`config.mk`:
```
export PLATFORM = sky130hd
export DESIGN_NAME = fixed_partition_allocator_core
export DESIGN_NICKNAME = d
export VERILOG_FILES = /design/src/sv/fpa_pkg.sv /design/src/sv/fpa_ctrl.sv /design/src/sv/fpa_dp.sv /design/src/sv/fixed_partition_allocator_core.sv
export SDC_FILE = /design/constraint.sdc
export NUM_CORES = 1
export LEC_CHECK = 0
export BUFFER_PORTS_ARGS = -buffer_cell sky130_fd_sc_hd__buf_2
export CAP_MARGIN = 25
export CORE_MARGIN = 2
export CORE_UTILIZATION = 35
export CTS_BUF_LIST = sky130_fd_sc_hd__clkbuf_4 sky130_fd_sc_hd__clkbuf_8
export DETAILED_ROUTE_END_ITERATION = 10
export GPL_ROUTABILITY_DRIVEN = 1
export PLACE_DENSITY = 0.58
export SLEW_MARGIN = 20
export SYNTH_ARGS = -nofsm -noshare
export SYNTH_HDL_FRONTEND = slang
export SYNTH_HIERARCHICAL = 1
export SYNTH_SLANG_ARGS = --single-unit
export TNS_END_PERCENT = 10
```
`constraint.sdc`:
```
create_clock -name clk -period 7.5 [get_ports clk]
set_input_delay 1.125 -clock clk [delete_from_list [all_inputs] [get_ports clk]]
set_output_delay 1.125 -clock clk [all_outputs]
set_load 0.05 [all_outputs]
```
`src/sv/fpa_pkg.sv`:
```
// Package for the fixed partition allocator.
// Holds the item structs, request and policy codes, controller types.
// No dependencies.
package fpa_pkg;

  localparam int unsigned MAX_PARTITIONS = 16;
  localparam int unsigned SIZE_BITS      = 16;
  localparam int unsigned IDX_BITS       = $clog2(MAX_PARTITIONS);
  localparam int unsigned CNT_BITS       = 5;

  localparam logic [1:0] REQ_LOAD    = 2'd0;
  localparam logic [1:0] REQ_ALLOC   = 2'd1;
  localparam logic [1:0] REQ_RESTORE = 2'd2;

  localparam logic [1:0] POL_FIRST = 2'd0;
  localparam logic [1:0] POL_BEST  = 2'd1;
  localparam logic [1:0] POL_WORST = 2'd2;

  localparam logic REG_POLICY = 1'b0;
  localparam logic REG_COUNT  = 1'b1;

  localparam logic [CNT_BITS-1:0] COUNT_RESET = CNT_BITS'(MAX_PARTITIONS);

  typedef struct packed {
    logic [1:0]           req_type;
    logic [IDX_BITS-1:0]  part_index;
    logic [SIZE_BITS-1:0] req_size;
  } fpa_in_t;

  typedef struct packed {
    logic                 granted;
    logic [IDX_BITS-1:0]  alloc_index;
    logic [SIZE_BITS-1:0] space_left;
  } fpa_out_t;

  typedef enum logic [1:0] {
    ST_IDLE,
    ST_SCAN,
    ST_DONE
  } fpa_state_t;

  typedef struct packed {
    logic load;
    logic restore;
    logic capture;
    logic step;
    logic commit;
  } fpa_cmd_t;

  typedef struct packed {
    logic cnt_zero;
    logic scan_last;
  } fpa_sts_t;

endpackage

```
`src/sv/fpa_ctrl.sv`:
```
// Controller for the fixed partition allocator.
// Sequences load, restore and the per-entry allocate scan; uses fpa_pkg.
module fpa_ctrl import fpa_pkg::*; (
  input  logic       clk,
  input  logic       rst_n,
  input  logic       start,
  input  logic [1:0] req_type,
  input  fpa_sts_t   sts,
  output fpa_cmd_t   cmd,
  output logic       busy
);

  fpa_state_t state_r, state_nxt;
  logic       accept;

  assign accept = start && (state_r == ST_IDLE);

  always_ff @(posedge clk) begin
    if (!rst_n) begin
      state_r <= ST_IDLE;
    end else begin
      state_r <= state_nxt;
    end
  end

  always_comb begin
    state_nxt = state_r;
    case (state_r)
      ST_IDLE: begin
        if (accept && req_type == REQ_ALLOC) begin
          // no partition takes part: report no fit at once
          state_nxt = sts.cnt_zero ? ST_DONE : ST_SCAN;
        end
      end
      ST_SCAN: begin
        if (sts.scan_last) begin
          state_nxt = ST_DONE;
        end
      end
      ST_DONE: state_nxt = ST_IDLE;
      default: state_nxt = ST_IDLE;
    endcase
  end

  always_comb begin
    cmd  = '0;
    busy = 1'b1;
    case (state_r)
      ST_IDLE: begin
        busy        = 1'b0;
        cmd.load    = accept && req_type == REQ_LOAD;
        cmd.restore = accept && req_type == REQ_RESTORE;
        cmd.capture = accept && req_type == REQ_ALLOC;
      end
      ST_SCAN: cmd.step   = 1'b1;
      ST_DONE: cmd.commit = 1'b1;
      default: busy = 1'b1;
    endcase
  end

endmodule

```
`src/sv/fpa_dp.sv`:
```
// Datapath for the fixed partition allocator.
// Partition tables, scan index, fit tracking and result register; uses fpa_pkg.
module fpa_dp import fpa_pkg::*; (
  input  logic                clk,
  input  logic                rst_n,
  input  fpa_cmd_t            cmd,
  input  fpa_in_t             in_item,
  input  logic [1:0]          policy,
  input  logic [CNT_BITS-1:0] part_count,
  output fpa_sts_t            sts,
  output logic                out_valid,
  output fpa_out_t            out_item
);

  logic [SIZE_BITS-1:0] total_r [MAX_PARTITIONS];
  logic [SIZE_BITS-1:0] rem_r   [MAX_PARTITIONS];

  logic [IDX_BITS-1:0]  idx_r, pick_r;
  logic [SIZE_BITS-1:0] size_r, best_r;
  logic                 found_r;
  logic                 out_valid_r;
  fpa_out_t             out_r;

  logic [SIZE_BITS-1:0] cur;
  logic                 fits, better, take;

  assign cur  = rem_r[idx_r];
  assign fits = cur >= size_r;

  always_comb begin
    case (policy)
      POL_BEST:  better = cur < best_r;
      POL_WORST: better = cur > best_r;
      default:   better = 1'b0;
    endcase
  end

  assign take = fits && (!found_r || better);

  assign sts.cnt_zero  = part_count == '0;
  assign sts.scan_last = {1'b0, idx_r} == (part_count - CNT_BITS'(1));

  always_ff @(posedge clk) begin
    if (cmd.load) begin
      total_r[in_item.part_index] <= in_item.req_size;
      rem_r[in_item.part_index]   <= in_item.req_size;
    end else if (cmd.restore) begin
      for (int i = 0; i < MAX_PARTITIONS; i++) begin
        rem_r[i] <= total_r[i];
      end
    end else if (cmd.commit && found_r) begin
      rem_r[pick_r] <= best_r - size_r;
    end
  end

  always_ff @(posedge clk) begin
    if (cmd.capture) begin
      size_r  <= in_item.req_size;
      idx_r   <= '0;
      found_r <= 1'b0;
    end else if (cmd.step) begin
      idx_r <= idx_r + IDX_BITS'(1);
      if (take) begin
        found_r <= 1'b1;
        pick_r  <= idx_r;
        best_r  <= cur;
      end
    end
  end

  always_ff @(posedge clk) begin
    if (!rst_n) begin
      out_valid_r <= 1'b0;
    end else begin
      out_valid_r <= cmd.commit;
    end
  end

  always_ff @(posedge clk) begin
    if (cmd.commit) begin
      out_r.granted     <= found_r;
      out_r.alloc_index <= found_r ? pick_r : '0;
      out_r.space_left  <= found_r ? (best_r - size_r) : '0;
    end
  end

  assign out_valid = out_valid_r;
  assign out_item  = out_r;

endmodule

```
`src/sv/fixed_partition_allocator_core.sv`:
```
// Fixed partition allocator: first, best or worst fit over a partition table.
// Load and restore only update the tables, no result; an allocate captures the
// request, scans the partitions in use (one table entry compared per cycle), then
// commits, result strobed once. Busy stays high until it is done; results cannot stall.
// Reset (rst_n, synchronous): policy first fit, 16 partitions, controller idle;
// partition tables are undefined until loaded. Uses fpa_pkg, fpa_ctrl, fpa_dp.
module fixed_partition_allocator_core import fpa_pkg::*; (
  input  logic        clk,
  input  logic        rst_n,
  input  logic        start,
  output logic        busy,
  input  fpa_in_t     in_data,
  output logic        out_valid,
  output fpa_out_t    out_data,
  input  logic        psel,
  input  logic        penable,
  input  logic        pwrite,
  input  logic [2:0]  paddr,
  input  logic [31:0] pwdata,
  output logic [31:0] prdata,
  output logic        pready
);

  logic [1:0]          policy_r;
  logic [CNT_BITS-1:0] count_r;
  logic [CNT_BITS-1:0] part_count;
  logic                wr_en;
  fpa_cmd_t            cmd;
  fpa_sts_t            sts;

  assign pready = 1'b1;
  assign wr_en  = psel && penable && pwrite;

  always_ff @(posedge clk) begin
    if (!rst_n) begin
      policy_r <= POL_FIRST;
      count_r  <= COUNT_RESET;
    end else if (wr_en) begin
      case (paddr[2])
        REG_POLICY: policy_r <= pwdata[1:0];
        REG_COUNT:  count_r  <= pwdata[CNT_BITS-1:0];
        default:    policy_r <= policy_r;
      endcase
    end
  end

  always_comb begin
    case (paddr[2])
      REG_POLICY: prdata = {30'd0, policy_r};
      REG_COUNT:  prdata = {{(32-CNT_BITS){1'b0}}, count_r};
      default:    prdata = '0;
    endcase
  end

  // clamp the partition count to the table depth
  assign part_count = (count_r > COUNT_RESET) ? COUNT_RESET : count_r;

  fpa_ctrl u_ctrl (
    .clk      (clk),
    .rst_n    (rst_n),
    .start    (start),
    .req_type (in_data.req_type),
    .sts      (sts),
    .cmd      (cmd),
    .busy     (busy)
  );

  fpa_dp u_dp (
    .clk        (clk),
    .rst_n      (rst_n),
    .cmd        (cmd),
    .in_item    (in_data),
    .policy     (policy_r),
    .part_count (part_count),
    .sts        (sts),
    .out_valid  (out_valid),
    .out_item   (out_data)
  );

endmodule
```
Yosys cells after proc, flatten, opt, wreduce, memory -nomap -nowiden --
Memories as Yosys holds them, arrays and structs flattened. A register that Yosys moved wholly into a read port is not among the register bits. Index checks and enable logic that the tools add are counted. W data, S select, Z words.
Storage, ports and cells: output and inout port bits 56, memories 2, flip-flop bits (word level) 72, input port bits 63, memory bits (writable) 512, word-level logic and storage cells 80
Operators by class: mux-type cells 28, add/sub/neg operators 3, reduce and logical (&&, ||, !) cells 20, eq/ne operators 9, bitwise operators 2, $lt $le $gt $ge 4
Memory list:
- u_dp.rem_r | depth 16, width 16, read ports 1, clocked after Yosys merged registers in 1, write ports 16, RTL line fpa_dp.sv:16 | logic [SIZE_BITS-1:0] rem_r [MAX_PARTITIONS];
- u_dp.total_r | depth 16, width 16, read ports 16, clocked after Yosys merged registers in 0, write ports 1, RTL line fpa_dp.sv:15 | logic [SIZE_BITS-1:0] total_r [MAX_PARTITIONS];
Operators with widths (number):
- $pmux W32 S2 | 1
- $mux W16 | 2
- $reduce_or A16 Y1 | 2
- $ge A16 B16 Y1 | 1
- $gt A16 B16 Y1 | 1
- $lt A16 B16 Y1 | 1
- $mux W4 | 4
- $sub A16 B16 Y16 | 1
- $mux W1 | 14
- $logic_and A1 B1 Y1 | 8
- $reduce_and A2 Y1 | 4
- $eq A2 B1 Y1 const B | 3
- $eq A2 B2 Y1 const B | 3
- $mux W2 | 3
- $eq A4 B5 Y1 | 1
- $gt A5 B5 Y1 const B | 1
- $logic_not A5 Y1 | 1
- $mux W5 | 1
- $sub A5 B1 Y5 const B | 1
- $add A4 B1 Y4 const B | 1
- $logic_not A2 Y1 | 2
- $ne A2 B2 Y1 const B | 2
- $pmux W2 S2 | 1
- $mux W3 | 1
- 5 further kinds | 6

Longest topological paths before layout --
word-level depth 10, gate-level depth with buffers 12, depth with buffers taken out 11

By module --
The synthesis kept the hierarchy.
Modules (own cells, without submodules):
- fpa_dp | area an instance 23970.5 µm², sequential area each 17286.6 µm², cells each 1515, instances 1
- fixed_partition_allocator_core | area an instance 585.6 µm², sequential area each 140.1 µm², cells each 70, instances 1
- fpa_ctrl | area an instance 157.7 µm², sequential area each 40.0 µm², cells each 17, instances 1

Worst setup path after synthesis --
Ideal clock, no wire load.
path kind register -> register, from register with a tool-made name, to register u_dp.best_r[0] (enable), buffers on the path 2, stages on the path, launching flop included 12, setup slack 2.220 ns, data required time 7.072 ns, clock period less this slack 5.280 ns, data arrival time 4.852 ns, setup time 0.428 ns, path through dfxtp_1 > clkbuf_1 > buf_2 > mux4_2 > mux4_2 > ha_1 > nor2b_1 > o211ai_1 > a2111o_1 > a31o_2 > a21o_1 > a211oi_1
RTL lines:
- to (signal assigned) | RTL line fpa_dp.sv:66 | best_r <= cur;
- to (decl) | RTL line fpa_dp.sv:19 | logic [SIZE_BITS-1:0] size_r, best_r;

==> run_results.csv <==
group,metric,value,unit
worst_setup_path,cp-end-kind,"flop",
global_routing,grt_pass1_vias,13751,
floorplan,std_cell_rows,97,
final_layout,finalNetCount,1842,
clock_tree,postCtsSetupRepairBufs,0,
clock_tree,cts_tree,"built",
route,post_drt_wl_per_cell,22.6,um
timing,tightest_slew,0.976,ns
global_routing,grt_max_degree,62,
placement,port_buffers,61,
global_routing,track_usage,17.0,%
worst_setup_path,slowest_stage,"dfxtp_4",
global_routing,grt-ovfl-total,0,
floorplan,io_pins,119,
worst_setup_path,cp-start-kind,"flop",
clock_tree,numCtsBuffers,93,
synthesis,ys_types,75,
timing,setup_violations,0,
route,drc_errors,0,
pwr,power_density,285,nW/um^2
floorplan,die_area,72800,um^2
timing,slew_headroom,35.0,%
worst_setup_path,cp_data_arrival_time,5.31,ns
floorplan,start_util,35.3,%
synthesis,synth_cells,1602,
floorplan,die_h,270,um
timing,fin_worst_skew,0.0441,ns
final_layout,drive_gt1_share,22.9,%
final_layout,utilization,40.3,%
timing,hold_violations,0,
clock_tree,clock_latency,0.71,ns
route,dr_total_vias,13804,
min_path,hold_end,"count_r[2]",
worst_setup_path,reg2reg_slack,2.55,ns
pwr,peakVddDrop,0.000177,V
timing,drv_slew,0,
clock_tree,cts_buffer_depth,3,
clock_tree,clk_pin_slew,0.06,ns
clock_tree,cts_sinks,588,
route,vias_per_cell,5.04,
route,firstDrtPassIters,5,
worst_setup_path,path_cells,"buf_4, mux4_2, mux4_2, ha_1, nand4_1, a2111o_1, a31o_2, a21o_1, a211oi_4, buf_4",
synthesis,async_flop_share,0,%
run_status,run_status,"finished clean",
synthesis,ys_ff_latch,588,
synthesis,syn-cell-area,24700,um^2
worst_setup_path,cp.depth,10,
worst_setup_path,r2r-end,"u_dp/best_r[10]",
floorplan,fp.coreArea,70000,um^2
final_layout,nFillCells,6414,
clock_tree,cts.repair.resized,0,
timing,min_period,4.95,ns
clock_tree,cts_root_buf,"clkbuf_8",
worst_setup_path,cp_num_buf_inv,2,
clock_tree,postCtsHoldBufs,0,
route,routed_wl,62000,um
worst_setup_path,path_class,"reg -> reg",
pwr,power.leakage,10.3,nW
synthesis,synth_edf_count,569,
min_path,hold_path_depth,2,
global_routing,grt_first_pass_wirelength,90600,um
worst_setup_path,critPathTopFamily,"compound AO/OA/AOI/OAI gates",
timing,tns,0,ns
synthesis,syn_area_per_cell,15.4,um^2
route,drt-initial-drc-count,1201,
min_path,hold_class,"reg -> reg",
global_routing,antenna_found_initial,2,
final_layout,syn2layout_area_growth,14.1,%
placement,gp_congestion,0.910,
flow_run,cap_violations,0,
min_path,hp-start,"count_r[2]",
route,antenna_left,0,
synthesis,ys.flop_type,"edfxtp_1",
timing,max_freq,202,MHz
placement,dp_hpwl,38100,um
synthesis,synth-seq-area-share,70.7,%
floorplan,die_x,270,um
synthesis,yosys_warnings,6,
timing,fin_crit_sh,66.1,%
final_layout,n_antenna_cell,0,
worst_setup_path,path_max_fanout,36,
worst_setup_path,slowest_delay,0.69,ns
timing,rsz0062_at_grt,"false",
clock_tree,h-tree-depth,3,
worst_setup_path,worstPathRequired,7.85,ns
worst_setup_path,r2r_cells,10,
area by class of cell:
type                    count  area, um^2  area share, %
clock inverters            41         307           1.09
inverters                  46         173          0.612
well taps                 940        1180           4.17
clock buffers             127        1570           5.58
flip-flops and latches    588       17500           62.0
repair buffers            111         753           2.67
multi-input cells         886        6750           23.9
stage by stage:
stage	setup slack (ns)	instances	instance area (um^2)	power [mW]	hold WS [ns]
detailed placement	2.51	2569	26300	5.35	0.468
finish	2.55	2739	28200	8.03	0.471
global route	2.38	2739	28200	8.37	0.508
CTS	2.50	2737	28200	8.13	0.477
global placement	2.54	2566	26200	5.32	0.452
floorplan	2.22	1628	24800	4.89	0.438
placed cells by master, fill, tap and decap left out, types with 10 or more instances in the layout:
cell | netlist | routed
a21o_1 | 121 | 121
a21oi_1 | 36 | 34
and2_1 | 10 | 10
buf_2 | 24 | 61
buf_4 | 32 | 44
clkbuf_4 | 0 | 28
clkbuf_8 | 0 | 99
clkinv_1 | 0 | 20
clkinv_2 | 0 | 11
conb_1 | 2 | 28
dfxtp_1 | 19 | 17
edfxtp_1 | 569 | 569
ha_1 | 52 | 52
inv_1 | 46 | 46
mux4_2 | 80 | 80
nand2_1 | 276 | 276
nand3_1 | 16 | 16
nor2_1 | 69 | 56
nor2_2 | 2 | 15
o21a_1 | 17 | 17
o21ai_0 | 26 | 13
o21ai_2 | 3 | 15
xnor2_1 | 12 | 12
worst max path at each step:
stage               slack, ns               to  start
floorplan                2.22   u_dp/best_r[0]   flop
global route             2.38  u_dp/best_r[10]   flop
global placement         2.54   u_dp/best_r[9]   flop
detailed placement       2.51   u_dp/best_r[7]   flop
finish                   2.55  u_dp/best_r[10]   flop
CTS                      2.50  u_dp/best_r[10]   flop
synthesized netlist by cell type (all sizes together) (14+ instances only):
cell type / instances / area (um^2)
edfxtp: 569 / 17100
nand2: 276 / 1040
a21o: 122 / 917
mux4: 80 / 1800
nor2: 71 / 272
buf: 61 / 402
ha: 52 / 651
clkbuf: 47 / 176
inv: 46 / 173
a21oi: 38 / 198
o21ai: 31 / 166
dfxtp: 19 / 380
nand3: 17 / 90.1
o21a: 17 / 128
and2: 14 / 92.6
nor3: 14 / 70.1
power by group:
part / internal (mW) / leakage [nW] / switching, mW
Combinational: 0.630 / 3.93 / 0.744
Sequential: 3.75 / 5.33 / 0.154
Clock: 1.50 / 0.997 / 1.25
Total: 5.88 / 10.3 / 2.15
routing by layer:
| layer | vias up | GRT usage, % | part of all wire, % |
|---|---|---|---|
| met5 | - | 0 | 0.044 |
| met4 | 4 | 8.46 | 4.7 |
| met3 | 127 | 2.97 | 5.7 |
| met2 | 484 | 26.6 | 46 |
| met1 | 6972 | 23.0 | 44 |
| li1 | 6217 | - | - |
cells by family (layout without fill, tap and decap cells):
logic type | count (synthesis) | after routing | share of synthesized area (%)
AO/OA/AOI/OAI | 245 | 245 | 7.09
buffers and inverters | 154 | 325 | 3.04
flip-flops | 588 | 588 | 70.7
other | 2 | 28 | 0.0304
AND/OR/NAND/NOR | 450 | 450 | 7.98
XOR/XNOR | 18 | 18 | 0.668
adder cells (fa/ha/maj) | 53 | 53 | 2.71
multiplexers | 92 | 92 | 7.80
state kept, by name, summed over array words and instances, names as in the netlist, named ones only:
name / flops
u_dp/found_r: 1
count_r: 5
u_ctrl/state_r: 2
u_dp/best_r: 16
u_dp/idx_r: 4
policy_r: 2
u_dp/total_r: 256
u_dp/pick_r: 4
u_dp/rem_r: 256
u_dp/out_item: 21
u_dp/size_r: 16
u_dp/out_valid: 1
worst reg2reg max path: stages, from the launching register on:
cell and delay [ns]:
dfxtp_4 0.69, buf_4 0.67, mux4_2 0.47, mux4_2 0.57, ha_1 0.36, nand4_1 0.21
a2111o_1 0.43, a31o_2 0.27, a21o_1 0.18, a211oi_4 0.36, buf_4 0.38
(Power assumes the default switching activity.)
